File: src/design/lkvc_pkg.sv
// Shared constants, types and command codes for the LRU key-value cache.
package lkvc_pkg;

    localparam int ENTRIES = 16;
    localparam int IDX_W   = (ENTRIES > 1) ? $clog2(ENTRIES) : 1;
    localparam int RANK_W  = IDX_W;
    localparam int CNT_W   = $clog2(ENTRIES + 1);
    localparam int KEY_W   = 32;
    localparam int DATA_W  = 32;
    localparam int CAP_W   = 5;
    localparam int CMP_W   = (CNT_W > CAP_W) ? CNT_W : CAP_W;

    localparam logic [CAP_W-1:0]  CAP_RESET  = CAP_W'(16);
    localparam logic [CMP_W-1:0]  ENTRIES_CMP = CMP_W'(ENTRIES);
    localparam logic [RANK_W:0]   FILL_RANK  = (RANK_W+1)'(ENTRIES);
    localparam logic [DATA_W-1:0] MISS_VALUE = '1;
    localparam logic [DATA_W-1:0] SET_VALUE  = '0;

    localparam logic MODE_GET = 1'b0;
    localparam logic MODE_SET = 1'b1;

    // Commands from the controller to the datapath
    typedef struct packed {
        logic capture;   // take the input transfer into the request registers
        logic lookup;    // register match, free slot and victim selection
        logic commit;    // apply the update and load the result register
    } lkvc_cmd_t;

endpackage

File: src/design/lkvc_ctrl.sv
// Controller state machine: input and output handshakes and step sequencing.
module lkvc_ctrl (
    input  logic              clk,
    input  logic              rst_n,
    input  logic              in_valid,
    output logic              in_stall,
    output logic              out_valid,
    input  logic              out_stall,
    output lkvc_pkg::lkvc_cmd_t cmd
);
    import lkvc_pkg::*;

    localparam logic [1:0] ST_IDLE   = 2'd0;
    localparam logic [1:0] ST_LOOKUP = 2'd1;
    localparam logic [1:0] ST_COMMIT = 2'd2;

    logic [1:0] state_reg;
    logic [1:0] state_next;
    logic       out_valid_reg;
    logic       out_valid_next;
    logic       accept;
    logic       out_free;

    // Accept one request at a time; a waiting result does not block intake
    assign in_stall = (state_reg != ST_IDLE);
    assign accept   = in_valid && !in_stall;
    assign out_free = !out_valid_reg || !out_stall;

    // Drive the datapath commands
    always_comb
    begin
        cmd.capture = accept;
        cmd.lookup  = (state_reg == ST_LOOKUP);
        cmd.commit  = (state_reg == ST_COMMIT) && out_free;
    end

    // Advance through lookup and commit
    always_comb
    begin
        state_next = state_reg;
        unique case (state_reg)
            ST_IDLE:
            begin
                if (accept)
                begin
                    state_next = ST_LOOKUP;
                end
            end
            ST_LOOKUP:
            begin
                state_next = ST_COMMIT;
            end
            ST_COMMIT:
            begin
                if (out_free)
                begin
                    state_next = ST_IDLE;
                end
            end
            default:
            begin
                state_next = ST_IDLE;
            end
        endcase
    end

    // Hold the result until its transfer, load on commit
    always_comb
    begin
        out_valid_next = out_valid_reg;
        if (out_valid_reg && !out_stall)
        begin
            out_valid_next = 1'b0;
        end
        if (cmd.commit)
        begin
            out_valid_next = 1'b1;
        end
    end

    always_ff @(posedge clk or negedge rst_n)
    begin
        if (!rst_n)
        begin
            state_reg     <= ST_IDLE;
            out_valid_reg <= 1'b0;
        end
        else
        begin
            state_reg     <= state_next;
            out_valid_reg <= out_valid_next;
        end
    end

    assign out_valid = out_valid_reg;

    a_lookup_then_commit: assert property (@(posedge clk) disable iff (!rst_n)
        state_reg == ST_LOOKUP |=> state_reg == ST_COMMIT)
        else $error("lookup step not followed by commit step");

    a_commit_sets_valid: assert property (@(posedge clk) disable iff (!rst_n)
        cmd.commit |=> out_valid_reg)
        else $error("commit did not present a result");

    a_no_commit_while_blocked: assert property (@(posedge clk) disable iff (!rst_n)
        out_valid_reg && out_stall |-> !cmd.commit)
        else $error("commit overwrote a result still waiting");

endmodule

File: src/design/lkvc_datapath.sv
// Datapath: entry store, key match, recency ranks, occupancy and result register.
module lkvc_datapath (
    input  logic                          clk,
    input  logic                          rst_n,
    input  lkvc_pkg::lkvc_cmd_t           cmd,
    input  logic                          capacity_we,
    input  logic [lkvc_pkg::CAP_W-1:0]    capacity_wdata,
    input  logic                          mode,
    input  logic signed [lkvc_pkg::KEY_W-1:0]  key,
    input  logic signed [lkvc_pkg::DATA_W-1:0] value,
    output logic                          hit,
    output logic signed [lkvc_pkg::DATA_W-1:0] read_value
);
    import lkvc_pkg::*;

    // Configuration
    logic [CAP_W-1:0]  capacity_reg;

    // Request registers
    logic              mode_reg;
    logic [KEY_W-1:0]  key_reg;
    logic [DATA_W-1:0] value_reg;

    // Entry store
    logic [KEY_W-1:0]  ent_key_reg   [ENTRIES];
    logic [DATA_W-1:0] ent_value_reg [ENTRIES];
    logic [ENTRIES-1:0] valid_reg;
    logic [ENTRIES-1:0] valid_next;
    logic [RANK_W-1:0] rank_reg  [ENTRIES];
    logic [RANK_W-1:0] rank_next [ENTRIES];
    logic [CNT_W-1:0]  occ_reg;
    logic [CNT_W-1:0]  occ_next;

    // Lookup results
    logic              found_reg,   found_next;
    logic [DATA_W-1:0] found_val_reg, found_val_next;
    logic [IDX_W-1:0]  tgt_idx_reg, tgt_idx_next;
    logic [RANK_W:0]   tgt_rank_reg, tgt_rank_next;
    logic              upd_reg,     upd_next;
    logic              wr_key_reg,  wr_key_next;
    logic              wr_val_reg,  wr_val_next;
    logic              fill_reg,    fill_next;

    // Result register
    logic              out_hit_reg,  out_hit_next;
    logic [DATA_W-1:0] out_data_reg, out_data_next;

    // Match scratch
    logic [ENTRIES-1:0] match;
    logic              hit_any;
    logic [IDX_W-1:0]  hit_idx;
    logic              free_any;
    logic [IDX_W-1:0]  free_idx;
    logic              old_any;
    logic [IDX_W-1:0]  old_idx;
    logic [CMP_W-1:0]  cap_sat;
    logic              room;
    logic [CNT_W-1:0]  occ_m1;

    // Capacity register; the limit used is saturated at the entry count
    always_ff @(posedge clk or negedge rst_n)
    begin
        if (!rst_n)
        begin
            capacity_reg <= CAP_RESET;
        end
        else if (capacity_we)
        begin
            capacity_reg <= capacity_wdata;
        end
    end

    assign cap_sat = (CMP_W'(capacity_reg) > ENTRIES_CMP) ? ENTRIES_CMP : CMP_W'(capacity_reg);
    assign room    = CMP_W'(occ_reg) < cap_sat;
    assign occ_m1  = occ_reg - CNT_W'(1);

    // Capture the request on its input transfer
    always_ff @(posedge clk)
    begin
        if (cmd.capture)
        begin
            mode_reg  <= mode;
            key_reg   <= key;
            value_reg <= value;
        end
    end

    // Compare all keys; pick lowest matching, lowest free and the oldest entry
    always_comb
    begin
        hit_any  = 1'b0;
        hit_idx  = '0;
        free_any = 1'b0;
        free_idx = '0;
        old_any  = 1'b0;
        old_idx  = '0;
        for (int i = ENTRIES - 1; i >= 0; i--)
        begin
            match[i] = valid_reg[i] && (ent_key_reg[i] == key_reg);
            if (match[i])
            begin
                hit_any = 1'b1;
                hit_idx = IDX_W'(i);
            end
            if (!valid_reg[i])
            begin
                free_any = 1'b1;
                free_idx = IDX_W'(i);
            end
            if (valid_reg[i] && (occ_reg != '0) &&
                ((RANK_W+1)'(rank_reg[i]) == (RANK_W+1)'(occ_m1)))
            begin
                old_any = 1'b1;
                old_idx = IDX_W'(i);
            end
        end
    end

    // Decide the update to apply
    always_comb
    begin
        found_next     = hit_any;
        found_val_next = ent_value_reg[hit_idx];
        tgt_idx_next   = hit_idx;
        tgt_rank_next  = {1'b0, rank_reg[hit_idx]};
        upd_next       = 1'b0;
        wr_key_next    = 1'b0;
        wr_val_next    = 1'b0;
        fill_next      = 1'b0;
        priority if (hit_any)
        begin
            upd_next    = 1'b1;
            wr_val_next = (mode_reg == MODE_SET);
        end
        else if (mode_reg == MODE_SET && room)
        begin
            tgt_idx_next  = free_idx;
            tgt_rank_next = FILL_RANK;
            upd_next      = free_any;
            wr_key_next   = free_any;
            wr_val_next   = free_any;
            fill_next     = free_any;
        end
        else if (mode_reg == MODE_SET)
        begin
            tgt_idx_next  = old_idx;
            tgt_rank_next = (RANK_W+1)'(occ_m1);
            upd_next      = old_any;
            wr_key_next   = old_any;
            wr_val_next   = old_any;
        end
        else
        begin
            // get miss: leave the store as it is
            upd_next = 1'b0;
        end
    end

    always_ff @(posedge clk)
    begin
        if (cmd.lookup)
        begin
            found_reg     <= found_next;
            found_val_reg <= found_val_next;
            tgt_idx_reg   <= tgt_idx_next;
            tgt_rank_reg  <= tgt_rank_next;
            wr_key_reg    <= wr_key_next;
            wr_val_reg    <= wr_val_next;
            fill_reg      <= fill_next;
        end
    end

    always_ff @(posedge clk or negedge rst_n)
    begin
        if (!rst_n)
        begin
            upd_reg <= 1'b0;
        end
        else if (cmd.lookup)
        begin
            upd_reg <= upd_next;
        end
    end

    // Age younger entries, make the target most recent, fill a slot
    always_comb
    begin
        valid_next = valid_reg;
        occ_next   = occ_reg;
        for (int i = 0; i < ENTRIES; i++)
        begin
            rank_next[i] = rank_reg[i];
            if (cmd.commit && upd_reg)
            begin
                if (IDX_W'(i) == tgt_idx_reg)
                begin
                    rank_next[i] = '0;
                end
                else if (valid_reg[i] && ({1'b0, rank_reg[i]} < tgt_rank_reg))
                begin
                    rank_next[i] = rank_reg[i] + RANK_W'(1);
                end
            end
        end
        if (cmd.commit && upd_reg && fill_reg)
        begin
            valid_next[tgt_idx_reg] = 1'b1;
            occ_next                = occ_reg + CNT_W'(1);
        end
    end

    always_ff @(posedge clk or negedge rst_n)
    begin
        if (!rst_n)
        begin
            valid_reg <= '0;
            occ_reg   <= '0;
            for (int i = 0; i < ENTRIES; i++)
            begin
                rank_reg[i] <= '0;
            end
        end
        else
        begin
            valid_reg <= valid_next;
            occ_reg   <= occ_next;
            for (int i = 0; i < ENTRIES; i++)
            begin
                rank_reg[i] <= rank_next[i];
            end
        end
    end

    // Write key and value of the target entry
    always_ff @(posedge clk)
    begin
        if (cmd.commit && upd_reg && wr_key_reg)
        begin
            ent_key_reg[tgt_idx_reg] <= key_reg;
        end
        if (cmd.commit && upd_reg && wr_val_reg)
        begin
            ent_value_reg[tgt_idx_reg] <= value_reg;
        end
    end

    // Load the result register
    always_comb
    begin
        out_hit_next = found_reg;
        if (mode_reg == MODE_SET)
        begin
            out_data_next = SET_VALUE;
        end
        else if (found_reg)
        begin
            out_data_next = found_val_reg;
        end
        else
        begin
            out_data_next = MISS_VALUE;
        end
    end

    always_ff @(posedge clk)
    begin
        if (cmd.commit)
        begin
            out_hit_reg  <= out_hit_next;
            out_data_reg <= out_data_next;
        end
    end

    assign hit        = out_hit_reg;
    assign read_value = out_data_reg;

    a_occ_matches_valid: assert property (@(posedge clk) disable iff (!rst_n)
        CNT_W'($countones(valid_reg)) == occ_reg)
        else $error("occupancy differs from number of valid entries");

    a_occ_bounded: assert property (@(posedge clk) disable iff (!rst_n)
        CMP_W'(occ_reg) <= ENTRIES_CMP)
        else $error("occupancy above entry count");

    a_fill_grows: assert property (@(posedge clk) disable iff (!rst_n)
        cmd.commit && upd_reg && fill_reg |=> occ_reg == $past(occ_reg) + CNT_W'(1))
        else $error("fill did not grow occupancy");

endmodule

File: src/design/lru_key_value_cache_core.sv
// Top level of the LRU key-value cache: controller plus datapath.
// A request steps through capture, lookup and commit; the commit step loads the
// result register. A new request is taken only after the previous commit;
// a finished result waits in the output register while the next request is taken.
// Reset: asynchronous active-low; clears valid bits, ranks, occupancy and the
// handshake state, and sets capacity to 16. Keys and values are not reset.
module lru_key_value_cache_core (
    input  logic                          clk,
    input  logic                          rst_n,
    input  logic                          capacity_we,
    input  logic [lkvc_pkg::CAP_W-1:0]    capacity_wdata,
    input  logic                          in_valid,
    output logic                          in_stall,
    input  logic                          mode,
    input  logic signed [lkvc_pkg::KEY_W-1:0]  key,
    input  logic signed [lkvc_pkg::DATA_W-1:0] value,
    output logic                          out_valid,
    input  logic                          out_stall,
    output logic                          hit,
    output logic signed [lkvc_pkg::DATA_W-1:0] read_value
);
    import lkvc_pkg::*;

    lkvc_cmd_t cmd;

    // Sequence the request through lookup and commit
    lkvc_ctrl u_ctrl (
        .clk       (clk),
        .rst_n     (rst_n),
        .in_valid  (in_valid),
        .in_stall  (in_stall),
        .out_valid (out_valid),
        .out_stall (out_stall),
        .cmd       (cmd)
    );

    // Hold entries and compute the result
    lkvc_datapath u_datapath (
        .clk            (clk),
        .rst_n          (rst_n),
        .cmd            (cmd),
        .capacity_we    (capacity_we),
        .capacity_wdata (capacity_wdata),
        .mode           (mode),
        .key            (key),
        .value          (value),
        .hit            (hit),
        .read_value     (read_value)
    );

endmodule
File: config.mk
export PLATFORM = sky130hd
export DESIGN_NAME = lru_key_value_cache_core
export DESIGN_NICKNAME = d
export VERILOG_FILES = /design/src/design/lkvc_pkg.sv /design/src/design/lkvc_ctrl.sv /design/src/design/lkvc_datapath.sv /design/src/design/lru_key_value_cache_core.sv
export SDC_FILE = /design/constraint.sdc
export NUM_CORES = 2
export LEC_CHECK = 0
export CAP_MARGIN = 25
export CORE_MARGIN = 3
export CORE_UTILIZATION = 60
export CTS_BUF_LIST = sky130_fd_sc_hd__clkbuf_4 sky130_fd_sc_hd__clkbuf_8
export DETAILED_ROUTE_END_ITERATION = 6
export DONT_BUFFER_PORTS = 1
export PLACE_DENSITY = 0.78
export RECOVER_POWER = 50
export SKIP_LAST_GASP = 1
export SLEW_MARGIN = 25
export SYNTH_ARGS = -nofsm -noshare
export SYNTH_HDL_FRONTEND = slang
export SYNTH_SLANG_ARGS = --single-unit
File: constraint.sdc
create_clock -name clk -period 6.7 [get_ports clk]
set_clock_uncertainty 0.2 [all_clocks]
set_input_delay 0.67 -clock clk [delete_from_list [all_inputs] [get_ports clk]]
set_output_delay 0.67 -clock clk [all_outputs]
set_load 0.03 [all_outputs]
==> out/qor.txt <==
EDFF count, synth: 1,167
DRC Markers: 0
CTS tree: done
Pins Over Slew Limit: 257
post-synthesis simple-gate area fraction: 8.866%
most frequent cells in the layout: edfxtp_1, xor2_1, mux2i_1, clkbuf_8, nand2_1
Int Power: 13,420 uW
met2 Track Usage GR: 44.12%
Synth Area in XOR/XNOR: 9.165%
register area: 0.03740 sq mm
clock network power share: 32.9%
Initial Util: 60.81%
hpwl dp: 85,600 um
crit path max fanout: 19
failing checks: max-capacitance violations, max-slew violations
Final min period: 5.981 ns
CP max stage cell: clkbuf_1
area grow syn2layout: 11.27%
Routed WL: 140,400 um
final setup vio count: 0
kind of critical path: reg2reg
DIE WIDTH: 311.5 um
CP required: 7.10 ns
core area: 0.09208 sq mm
total die area: 0.09703 sq mm
syn_nets: 3,987
Yosys reg bits: 1,261
M3 GR Usage: 5.925%
leakage power: 0.02132 uW
Worst setup SP type: register
vias per inst: 6.232
RSZ-0062 raised after global routing: no
Crit path top cell by count: nor4_1
count of antenna-violating nets left after detailed routing: 0
Psw: 5530 uW
cell area after synthesis: 0.05600 sq mm
Worst Tran Pin Value: 4.592 ns
Hold Path Class: in2reg
Post-Route Setup TNS: 0 ns
Clock Pin Slew Worst Setup and Hold Paths: 0.06 ns
Die Y: 311.5 um
Fmax: 167.2 MHz
number of CTS-inserted buffers: 195
htree depth: 4
root buffer cell: clkbuf_8
Global Route met1 Usage: 40.80%
combinational fraction of design power: 15.0%
Layout Nets: 4,228
total track usage: 28.74%
Gate Count Post-Synth: 3,841
status: finished, violations left
placer congestion estimate: 0.9363
GR peak layer: met2
Synth Area in Adders: 1.586%
drt first-iter violations: 3,952
register share of total power: 52.1%
first-pass GRT wire length: 210,300 um
Layout fillers: 6,245
Buffers & Inverters on Critical Path: 3
maximum vdd drop: 335.1 uV
Final Power: 18,950 uW
drt first pass iters: 7
Ports: 110
synth warn: 0
worst skew pair latency: 0.90 ns
combinational family with the most area after synthesis: XOR/XNOR gates
Async S/R FF share, synth: 7.454%
crit end category: register
multi-input combinational cell area: 0.01756 sq mm
Final Util: 67.67%
Worst slew margin: -206.2%
layout cells sized above 1: 12.61%
via count: 34,180
WL/cell: 25.60 um
sw frac: 29.18%
crit path DAT: 6.38 ns
mux contribution to synthesized area: 6.607%
CTS Sinks: 1,261
worst path cell trace: clkbuf_1 -> xor2_1 -> nor4_1 -> nand3_1 -> nor4_1 -> inv_1 -> nand4_1 -> o31a_2 -> buf_4 -> mux2_2 -> nor3_1 -> a31o_2 -> a221o_1 -> mux2i_1
sequential share of the synthesized area: 66.78%
vias in the first global route: 33,880
most common cell after layout, fill and taps aside: edfxtp_1
Top delay family on crit path: buffers and inverters
initial antenna violation count: 8
synth unique cells: 73
slowest cell delay on critical path: 1.05 ns
deepest clock path buffer count: 3
max_cap viols: 6
post-synthesis average cell area: 14.58 sq um
count of buffers from port buffering: 0
ys flop type: edfxtp_1
Pwr per Cell Area: 304.1 mW/mm^2
final worst-path cycle share: 89.27%
Post-CTS Resized: 0
count of final hold-check violations: 0
Congestion Overflow GR: 0
largest net degree at the start of global routing: 95
Synth Area in Compound Gates: 4.741%
# rows: 111
layer usage:
metal / part of all wire [%] / up-vias
met5: 0.010 / -
li1: - / 15010
met4: 3.7 / 2
met3: 10 / 358
met2: 45 / 1940
met1: 41 / 16870
worst paths after layout:
path | slack, ns | endpoint | start | depth (start not counted)
worst max register to register | 0.72 | u_datapath.found_val_reg[6] | u_datapath.key_reg[21] | 14
max in group asynchronous | 1.69 | u_datapath.rank_reg[45] | rst_n | 2
worst min register to register | 0.31 | u_datapath.capacity_reg[0] | u_datapath.capacity_reg[0] | 1
worst max-delay path | 0.72 | u_datapath.found_val_reg[6] | u_datapath.key_reg[21] | 14
worst min-delay path | 0.20 | u_datapath.value_reg[3] | value[3] | 1
min in group asynchronous | 2.01 | u_datapath.rank_reg[59] | rst_n | 2
synth_stat cells, types with 19 or more instances:
cell type     n  area share (%)
a21oi_1     180             1.6
o31ai_1      19            0.25
buf_4        28            0.38
inv_1        73            0.49
xnor2_1     168             2.6
nor4_1      166             1.9
xor2_1      418             6.5
a21o_1       27            0.36
ha_1         71             1.6
nand3_1      57            0.51
buf_2        71            0.63
nand4_1     101             1.1
nor3_1       58            0.52
nand2b_1     33            0.37
mux2_2       79             1.6
nor2_1      142            0.95
a211oi_1     57            0.76
o21ai_0      40            0.36
nor2b_1      65            0.73
edfxtp_1   1167              63
buf_6        20            0.40
clkbuf_1     43            0.29
nand2_1     190             1.3
mux2i_1     256             4.6
dfrtp_1      93             4.2
repair_timing:
action	in CTS	in global routing
hold endpoints to repair	167	0
hold buffers	75	0
setup endpoints to repair	0	0
setup buffers	0	0
layout make-up:
class | count | area share [%]
Antenna cell | 6 | 0.02410
Clock buffer | 262 | 5.175
Clock inverter | 89 | 0.8775
Inverter | 73 | 0.4398
Multi-Input combinational cell | 2336 | 28.18
Sequential cell | 1261 | 60.02
Tap cell | 1243 | 2.496
Timing Repair Buffer | 215 | 2.789
worst register-to-register path, delay by kind of cell (launching register included):
family          cells  cell delay [ns]
buf+inv             3             1.70
flops               1             0.69
simple gates        5             1.47
mux                 2             0.45
xor+xnor            1             0.21
compound gates      3             0.95
logic make-up after synthesis:
| group | count (synthesis) |
|---|---|
| AND/OR/NAND/NOR | 920 |
| flip-flops | 1261 |
| multiplexers | 345 |
| XOR/XNOR | 586 |
| buffers and inverters | 244 |
| AO/OA/AOI/OAI | 414 |
| adder cells (fa/ha/maj) | 71 |
through the flow:
stage	std cells	hold WS [ns]	cell area [sq um]	worst slack (ns)
floorplan	3841	0.1744	56000	1.311
detailed placement	5053	0.1842	57970	1.331
CTS	5479	0.09375	62510	1.278
global route	5481	0.1676	62300	0.4737
global placement	5053	0.1851	57970	1.460
finish	5485	0.2037	62310	0.7187
power by group through the flow:
stage	clock [uW]	sequential, uW	combinational [uW]
after global routing	6700	9900	3100
after CTS	6320	9830	2840
after floorplan	0	9720	1970
after detailed placement	0	9990	2770
final	6240	9860	2850
after global placement	0	9970	2690
(Power assumes the default switching activity.)
